**config.mk**
```make
export PLATFORM = sky130hd
export DESIGN_NAME = epu_mul
export DESIGN_NICKNAME = d
export VERILOG_FILES = /design/src/epu_mul.sv
export SDC_FILE = /design/constraint.sdc
export NUM_CORES = 2
export LEC_CHECK = 0
export ABC_AREA = 1
export BUFFER_PORTS_ARGS = -buffer_cell sky130_fd_sc_hd__buf_2
export CAP_MARGIN = 20
export CORE_MARGIN = 1.5
export CORE_UTILIZATION = 60
export CTS_CLUSTER_SIZE = 24
export DETAILED_ROUTE_END_ITERATION = 8
export GPL_TIMING_DRIVEN = 0
export MAX_ROUTING_LAYER = met4
export PLACE_DENSITY = 0.81
export SYNTH_ARGS = -nofsm -noshare
export SYNTH_HDL_FRONTEND = slang
export SYNTH_SLANG_ARGS = --single-unit
export TNS_END_PERCENT = 20
```
**constraint.sdc**
```tcl
create_clock -name clk -period 9.1 [get_ports clk]
set_clock_uncertainty 0.15 [all_clocks]
set_input_delay 2.73 -clock clk [delete_from_list [all_inputs] [get_ports clk]]
set_output_delay 2.73 -clock clk [all_outputs]
set_load 0.02 [all_outputs]
```
**src/epu_mul.sv**
```systemverilog
`default_nettype none

module epu_mul (
  input  wire logic               clk,
  input  wire logic signed [32:0] a,
  input  wire logic signed [32:0] b,
  output logic signed [65:0]      prod
);

  // Shared signed multiplier with its product registered
  always_ff @(posedge clk) begin
    prod <= a * b;
  end

endmodule

`default_nettype wire

```
==> impl_metrics.ini <==
[yosys]
netlist_area_um2 = 43170
yosysTopAreaCellShare_pct = 53.09
synth_edf_count = 0
netlist_instances = 5543
ys_seq_elements = 66
synth_area_per_cell_um2 = 7.789
yosys-top-cells-area = fa_1, inv_1, nand2_1
synth.net_count = 6972
synth.distinct_cells = 35
yosysSeqAreaShare_pct = 3.060
ys.flop_type = dfxtp_1
yosys.area.top_type = fa_1
async_flop_share_pct = 0
synth_warnings = 0

[layout]
area_delta_synth_final_pct = 16.55
fin_area_um2 = 50320
drive_gt1_share_pct = 15.43
final_common_cell = inv_1
fin_nets = 7166
regMostFlops = prod
largest_reg_flops = 66
final_cell_mix = inv_1, nand2_1, fa_1
stdcell_count = 6709
fillCellCount = 5679
reg.largest.list = prod: 66 flops

[hold_path]
hold_class = primary input to flip-flop
min-delay-start = a[0]
holdPathStages = 3
min_delay_worst_endpoint = prod[0]

[outcome]
failed_checks = negative setup slack
status = complete, but fails checks

[die]
die_area_um2 = 73570
core-area_um2 = 71360
num_rows = 98
die_y_um = 271.2
start_util_pct = 60.50
die_w_um = 271.2
ios = 133

[drt]
wl_per_cell_um = 26.48
vias = 37774
routed_via_density = 5.630
drt_iter0_markers = 4162
drc = 0
ant_nets = 0
drt_pass1_iterations = 8
wirelength_um = 177600

[sta]
final-hold-violation-count = 0
fin_ws_ns = -0.1564
fin_tns_setup_ns = -2.231
finalCritPeriodShare_pct = 101.7
tightest_slew_ns = 0.9283
rsz0062_at_grt = yes
setup_violations = 29
fin_crit_ns = 9.256
slew_headroom_pct = 38.11
drv_slew = 0
fmax_ghz = 0.1080

[global_routing]
grt_usage_pct = 50.25
antenna_found_initial = 14
grt_pass1_vias = 39453
grt_busiest_layer = met2
grt_start_max_net_pins = 28
use_met2_pct = 72.82
grt_pass1_wl_um = 252100
grt_overflow = 0
met1_usage_pct = 58.85
met3_usage_pct = 15.44

[clock_tree]
holdBufCountCts = 0
cts_root_buf = clkbuf_16
clkTransAtPathRegs_ns = 0.08
clockBufferDepth = 2
cts_inserted_buffers = 9
cts_max_level = 3
cts_tree = done
cts.sinks = 66

[placed_design]
port_buffers = 67
gp_congestion = 1.134
dpl_cell_area_um2 = 45100
hpwl_um = 141200
pre_cts_ws_ns = -2.268
place_inst = 6569

[flow_run]
maxCapViolCount = 0

[setup_path]
required_ns = 9.22
critPathMaxFanout = 10
critPathCaptureType = flip-flop
critPathLaunchType = primary input
crit_type = primary input to flip-flop
cp_data_arrival_time_ns = 9.37
[worst max-delay path: stages]
cell and delay [ns]:
clkbuf_2 0.41, clkbuf_2 0.46, nand2_1 0.09, inv_1 0.08, fa_1 0.43, fa_1 0.54, fa_1 0.44, fa_1 0.54
fa_2 0.61, fa_1 0.46, fa_1 0.50, inv_1 0.05, fa_1 0.47, inv_1 0.06, ha_4 0.31, nand2_1 0.13
nor2_2 0.20, nand2_2 0.17, nor2_1 0.18, nand3_1 0.11, nand3_1 0.19, xor2_1 0.19
[cell families (layout without fill, tap and decap cells)]
kind of cell,Yosys count,after routing,share of synthesized area (%)
AOI/OAI and AO/OA,106,106,1.377
adders and majority gates,1362,1362,59.38
xor gates and xnor gates,41,41,0.8317
and+or+nand+nor,1810,1810,16.59
other,0,17,0
DFF,66,66,3.060
buffers and inverters,2158,2357,18.76
[routing by layer]
metal  share of wire, %  vias up
met5                  0        -
met2                 42     2855
li1                   -    15429
met3                 14      924
met1                 34    18566
met4                 10        0
[metrics by stage]
stage / hold WS, ns / util, %
after floorplan: 2.844 / -
after global placement: 2.991 / 63.01
after detailed placement: 2.994 / 63.20
after CTS: 2.609 / 68.91
after global routing: 2.643 / 70.50
final: 2.648 / 70.51
[worst max path at each step]
| stage | start | end | slack, ns | depth (start not counted) |
|---|---|---|---|---|
| 2_1_floorplan | a[32] | prod[64] | -0.01 | 24 |
| 3_3_place_gp | b[7] | prod[49] | -2.29 | 24 |
| 3_5_place_dp | b[7] | prod[49] | -2.27 | 24 |
| 4_1_cts | a[22] | prod[50] | -0.008 | 27 |
| 5_1_grt | a[32] | prod[64] | -0.28 | 25 |
| 6_report | b[31] | prod[38] | -0.16 | 22 |
[synth_stat cells, types with 3 or more instances]
library cell	number
xnor2_1	4
ha_1	217
nor2_1	131
nor2_2	20
o21bai_1	14
or2_2	5
nand2_1	1517
nand3_1	70
nor4_1	4
dfxtp_1	66
clkbuf_1	262
inv_1	1894
nor3_1	7
nand3_2	8
nor2_4	3
nand3b_1	3
a21oi_2	4
fa_1	1145
o21ai_1	3
o21ai_0	19
nand2_2	17
a21oi_1	61
nand4_1	19
xor2_1	37
[final cells by class]
type / instances / area (um2) / area share (%)
Antenna cell: 17 / 42.54 / 0.08454
Buffer: 263 / 3291 / 6.539
Clock buffer: 10 / 239.0 / 0.4749
Clock inverter: 6 / 66.31 / 0.1318
Inverter: 1895 / 7129 / 14.17
Multi-Input combinational cell: 3319 / 35590 / 70.73
Sequential cell: 66 / 1321 / 2.626
Tap cell: 950 / 1189 / 2.362
Timing Repair Buffer: 183 / 1451 / 2.884
[timing repair]
action                     4_1_cts  5_1_grt
resized for setup              904      293
pin swaps                      103      130
setup endpoints to repair       52       45
cloned                           1        3
setup buffers                   73       32
Power is not shown: default switching activity piles up to over one toggle a cycle in this logic, so the estimate is an artifact.
