### config.mk
export PLATFORM = sky130hd
export DESIGN_NAME = epu_cordic
export DESIGN_NICKNAME = d
export VERILOG_FILES = /design/src/epu_pkg.sv /design/src/epu_cordic.sv
export SDC_FILE = /design/constraint.sdc
export NUM_CORES = 1
export LEC_CHECK = 0
export ABC_AREA = 1
export BUFFER_PORTS_ARGS = -buffer_cell sky130_fd_sc_hd__buf_4
export CAP_MARGIN = 20
export CORE_MARGIN = 4
export CORE_UTILIZATION = 30
export DETAILED_ROUTE_END_ITERATION = 8
export SLEW_MARGIN = 20
export SYNTH_ARGS = -nofsm -noshare
export SYNTH_HDL_FRONTEND = slang
export SYNTH_SLANG_ARGS = --single-unit
### constraint.sdc
create_clock -name clk -period 24.1 [get_ports clk]
set_clock_uncertainty 0.05 [all_clocks]
set_input_delay 2.41 -clock clk [delete_from_list [all_inputs] [get_ports clk]]
set_output_delay 2.41 -clock clk [all_outputs]
set_load 0.1 [all_outputs]
### src/epu_pkg.sv
`default_nettype none

package epu_pkg;

  // Stream payload widths, packed from the lowest bit up
  localparam int IN_W  = 56;
  localparam int OUT_W = 240;

  // Angles are held in units of 1/128 degree
  localparam int ANG_HALF    = 23040;
  localparam int ANG_FULL    = 46080;
  localparam int ANG_QUARTER = 11520;
  localparam int PITCH_LIMIT = 11392;
  // Offset that makes the unwrapped angle sum non-negative: half turn plus 256 turns
  localparam int ANG_BIAS    = 11819520;
  localparam int RED_STEPS   = 8;

  localparam int CORDIC_GAIN = 652032874;
  localparam int Q14_ONE     = 16384;

  // Configuration register indexes
  localparam logic REG_MOVE_SPEED = 1'b0;
  localparam logic REG_LOOK_SENS  = 1'b1;

  typedef enum logic [3:0] {
    ST_IDLE,
    ST_LOOK_MUL,
    ST_LOOK_ADD,
    ST_LOOK_RED,
    ST_LOOK_WR,
    ST_VEL_MUL,
    ST_VEL_GET,
    ST_MOVE_MUL,
    ST_MOVE_ADD,
    ST_TRIG_YAW,
    ST_WAIT_YAW,
    ST_TRIG_PITCH,
    ST_WAIT_PITCH,
    ST_BAS_MUL,
    ST_BAS_USE,
    ST_OUT
  } state_t;

  typedef struct packed {
    logic               start;
    logic signed [15:0] angle;
  } cordic_req_t;

  typedef struct packed {
    logic               done;
    logic signed [31:0] cos_v;
    logic signed [31:0] sin_v;
  } cordic_rsp_t;

  // Arctangent of 2^-i in degrees * 65536
  function automatic logic [22:0] atan_deg(input logic [4:0] i);
    logic [22:0] r;
    case (i)
      5'd0:    r = 23'd2949120;
      5'd1:    r = 23'd1740967;
      5'd2:    r = 23'd919879;
      5'd3:    r = 23'd466945;
      5'd4:    r = 23'd234379;
      5'd5:    r = 23'd117304;
      5'd6:    r = 23'd58666;
      5'd7:    r = 23'd29335;
      5'd8:    r = 23'd14668;
      5'd9:    r = 23'd7334;
      5'd10:   r = 23'd3667;
      5'd11:   r = 23'd1833;
      5'd12:   r = 23'd917;
      5'd13:   r = 23'd458;
      5'd14:   r = 23'd229;
      5'd15:   r = 23'd115;
      5'd16:   r = 23'd57;
      5'd17:   r = 23'd29;
      5'd18:   r = 23'd14;
      5'd19:   r = 23'd7;
      5'd20:   r = 23'd4;
      5'd21:   r = 23'd2;
      5'd22:   r = 23'd1;
      default: r = 23'd0;
    endcase
    return r;
  endfunction

  // Round a Q2.30 value half up to Q2.14 and clamp it to plus or minus one
  function automatic logic signed [15:0] q14_sat(input logic signed [35:0] v);
    logic signed [35:0] r;
    r = (v + 36'sd32768) >>> 16;
    if (r > 36'sd16384) begin
      r = 36'sd16384;
    end else if (r < -36'sd16384) begin
      r = -36'sd16384;
    end
    return r[15:0];
  endfunction

endpackage

`default_nettype wire

### src/epu_cordic.sv
`default_nettype none

module epu_cordic #(
  parameter int Iterations = 16
) (
  input  wire logic         clk,
  input  wire logic         rst,
  input  wire epu_pkg::cordic_req_t req,
  output epu_pkg::cordic_rsp_t rsp
);

  import epu_pkg::*;

  localparam int IW = (Iterations > 1) ? $clog2(Iterations) : 1;

  logic                busy;
  logic                done;
  logic                neg;
  logic [IW-1:0]       iter;
  logic signed [32:0]  x;
  logic signed [32:0]  y;
  logic signed [26:0]  z;

  logic signed [16:0]  a_in;
  logic signed [16:0]  a_fold;
  logic                fold;
  logic signed [32:0]  dx;
  logic signed [32:0]  dy;
  logic signed [26:0]  at;

  // Fold the angle into plus or minus 90 degrees
  always_comb begin
    a_in = 17'(req.angle);
    fold = 1'b0;
    a_fold = a_in;
    if (a_in > 17'sd11520) begin
      a_fold = a_in - 17'(ANG_HALF);
      fold = 1'b1;
    end else if (a_in < -17'sd11520) begin
      a_fold = a_in + 17'(ANG_HALF);
      fold = 1'b1;
    end
  end

  // One micro-rotation per cycle
  assign dx = y >>> iter;
  assign dy = x >>> iter;
  assign at = signed'({4'b0, atan_deg(5'(iter))});

  always_ff @(posedge clk) begin
    if (rst) begin
      busy <= 1'b0;
      done <= 1'b0;
    end else begin
      done <= 1'b0;
      if (req.start) begin
        busy <= 1'b1;
        iter <= '0;
        neg  <= fold;
        x    <= 33'(CORDIC_GAIN);
        y    <= '0;
        z    <= 27'(a_fold) <<< 9;
      end else if (busy) begin
        if (z >= 0) begin
          x <= x - dx;
          y <= y + dy;
          z <= z - at;
        end else begin
          x <= x + dx;
          y <= y - dy;
          z <= z + at;
        end
        if (iter == IW'(Iterations - 1)) begin
          busy <= 1'b0;
          done <= 1'b1;
        end else begin
          iter <= iter + 1'b1;
        end
      end
    end
  end

  // Results are negated when the angle was folded
  always_comb begin
    rsp.done  = done;
    rsp.cos_v = neg ? 32'(-x) : 32'(x);
    rsp.sin_v = neg ? 32'(-y) : 32'(y);
  end

endmodule

`default_nettype wire

==> results.json <==
{
  "status": "finished, final reports clean",
  "timing.final.crit_share_pct": 25.7,
  "h-tree-depth": 4,
  "syn_area_sq_mm": 0.0168,
  "cp.arrival_ns": 3.74,
  "cts_setup_buffers": 0,
  "io_buffers": 83,
  "critical_path_required_ns": 21.64,
  "yosys_warnings": 0,
  "final_common_cell": "nand2_1",
  "detail-route-antenna-nets": 0,
  "cp_slowest_cell": "edfxtp_1",
  "fmax_mhz": 161,
  "placed_cells": 3453,
  "synthAdderAreaFrac_pct": 8.16,
  "drt-total-wl_mm": 53.3,
  "max_stage_delay_ns": 0.45,
  "setup_viol": 0,
  "cts_max_path_buffers": 2,
  "cts.hold.buffers_added": 0,
  "cap_violations": 0,
  "worst_pin_slew_ns": 0.903,
  "synthSimpleGateAreaFrac_pct": 39.4,
  "period_needed_ns": 6.20,
  "path_buf_inv": 2,
  "grt_max_degree": 80,
  "synth_edf_count": 98,
  "cts_tree": "yes",
  "grt_overflow": 0,
  "synth-compound-area-share_pct": 16.1,
  "num_antenna_cells": 0,
  "leakagePower_nw": 8.63,
  "synth_xor_area_share_pct": 6.66,
  "synthMuxAreaShare_pct": 0.0669,
  "synth-seq-cells": 122,
  "synthFlopType": "edfxtp_1",
  "synth_top_family_by_area": "simple AND/OR/NAND/NOR gates",
  "first_iter_violations": 1537,
  "gp_congestion": 0.924,
  "grt_pass1_vias": 16100,
  "rsz0062_at_grt": "no",
  "hold_class": "flip-flop to flip-flop",
  "start_util_pct": 30.4,
  "finalSetupTns_ns": 0,
  "fin_cells": 3486,
  "cts-buffers-inserted": 17,
  "path_max_fanout": 4,
  "die_w_um": 245,
  "path_cells": "inv_1 -> nand3_1 -> nor3_1 -> nand4_1 -> nor2_1 -> nand2_1 -> nor2_1 -> nand2_1 -> nor2_1 -> nand2_1 -> o21ai_0 -> xor2_1 -> buf_4",
  "grt_pass1_wl_mm": 85.4,
  "cp_top_family": "simple AND/OR/NAND/NOR gates",
  "grt_antenna_before_repair": 0,
  "cp-end-kind": "primary output",
  "rows": 86,
  "vias": 17800,
  "dr.pass1.iters": 5,
  "die_y_um": 245,
  "hold_viol": 0,
  "slew_violations": 0,
  "cp-start-kind": "flip-flop",
  "viasPerCell": 5.10,
  "clockRootBuffer": "clkbuf_16",
  "synthCells": 2701,
  "drive_gt1_share_pct": 9.42,
  "cts_resized": 0,
  "layout_common_cells": "709 x nand2_1, 327 x nand3_1, 267 x inv_1",
  "insertion_delay_ns": 0.47,
  "ir_drop_mv": 0.0573,
  "final_nets": 2852,
  "clock-sinks": 122,
  "crit_type": "flip-flop to primary output",
  "wire_per_inst_um": 15.3,
  "io_pins": 84,
  "area_growth_pct": 10.5,
  "synth_cell_types": 60,
  "clk_pin_slew_ns": 0.06,
  "hpwlAfterDp_mm": 41.0,
  "yosysSeqAreaShare_pct": 20.3,
  "maxSlewHeadroom_pct": 39.8,
  "reg2reg_setup_slack_ns": 18.33,
  "drc_errors": 0,
  "core_sq_mm": 0.0553,
  "dieArea_sq_mm": 0.0599,
  "ys_async_sr_fraction_pct": 0,
  "powerDensity_mw_per_mm2": 90.4,
  "synth_fp_nets": 2828,
  "syn_avg_cell_area_sq_um": 6.23,
  "grt_use_total_pct": 17.4
}
-- state kept, by name, indices dropped and copies added, names as in the netlist --
signal	count
done	1
y	33
busy	1
x	33
iter	4
at	22
neg	1
z	27
-- worst register-to-register path: cells and delay by family (launching register included) --
kind	cells	cell delay [ns]
flops	1	0.43
buf+inv	5	1.44
simple gates	8	1.07
compound gates	11	1.82
xor+xnor	1	0.15
fa+ha+maj	2	0.60
-- final cells by class --
cell class / instances / area [sq um]
clock inverter: 13 / 143
inverter: 282 / 1060
timing repair buffer: 97 / 741
multi-input combinational: 2205 / 11900
clock buffer: 19 / 433
tap: 748 / 936
fill: 6197 / 36700
sequential: 122 / 3420
-- power by group --
group	switching [mW]	internal, mW
combinational	0.763	0.321
clock	0.111	0.153
sequential	0.0534	0.281
-- cells by family after synthesis --
kind of cell,Yosys count
AND/OR/NAND/NOR,1481
buffers and inverters,374
AO/OA/AOI/OAI,487
multiplexers,1
XOR/XNOR,128
flip-flops,122
adder cells (fa/ha/maj),108
-- routing by layer --
metal	share of wire (%)	track usage [%]	wire length (um)
met3	5.0	2.58	2690
met2	46	29.0	24800
met1	47	23.7	25000
met4	1.7	4.11	888
met5	0	0	0
-- final timing paths --
check	startpoint	end	depth (start not counted)
setup / recovery	x[1]	rsp[63]	13
hold / removal	busy	done	2
setup reg to reg	iter[0]	x[23]	27
hold reg to reg	busy	done	2
-- per-stage QoR --
step	hold slack, ns	power, mW	setup WS (ns)	cell area, sq um	util, %
finish	0.481	1.68	17.90	18600	33.6
global route	0.527	1.82	17.63	18600	33.6
CTS	0.491	1.68	17.90	18600	33.6
detailed placement	0.479	1.41	17.88	18000	32.5
global placement	0.485	1.41	17.93	18000	32.5
floorplan	0.371	1.17	14.68	16800	-
-- synthesized netlist by cell type (19+ instances only) --
master,count,share of area (%)
inv_1,267,6.0
xnor2_1,37,1.9
xor2_1,91,4.7
clkbuf_1,33,0.74
buf_2,26,0.77
nor2_1,240,5.4
nand3_1,327,9.7
dfxtp_1,24,2.9
edfxtp_1,98,17
a21oi_1,200,5.9
ha_1,105,7.8
nand2_1,709,16
nand4_1,28,1.0
nor3_1,43,1.3
o21ai_0,160,4.8
nand2_2,27,1.0
o21ai_1,19,0.57
o21a_1,19,0.85
or2_2,21,0.78
Power figures use the tool's default switching activity.
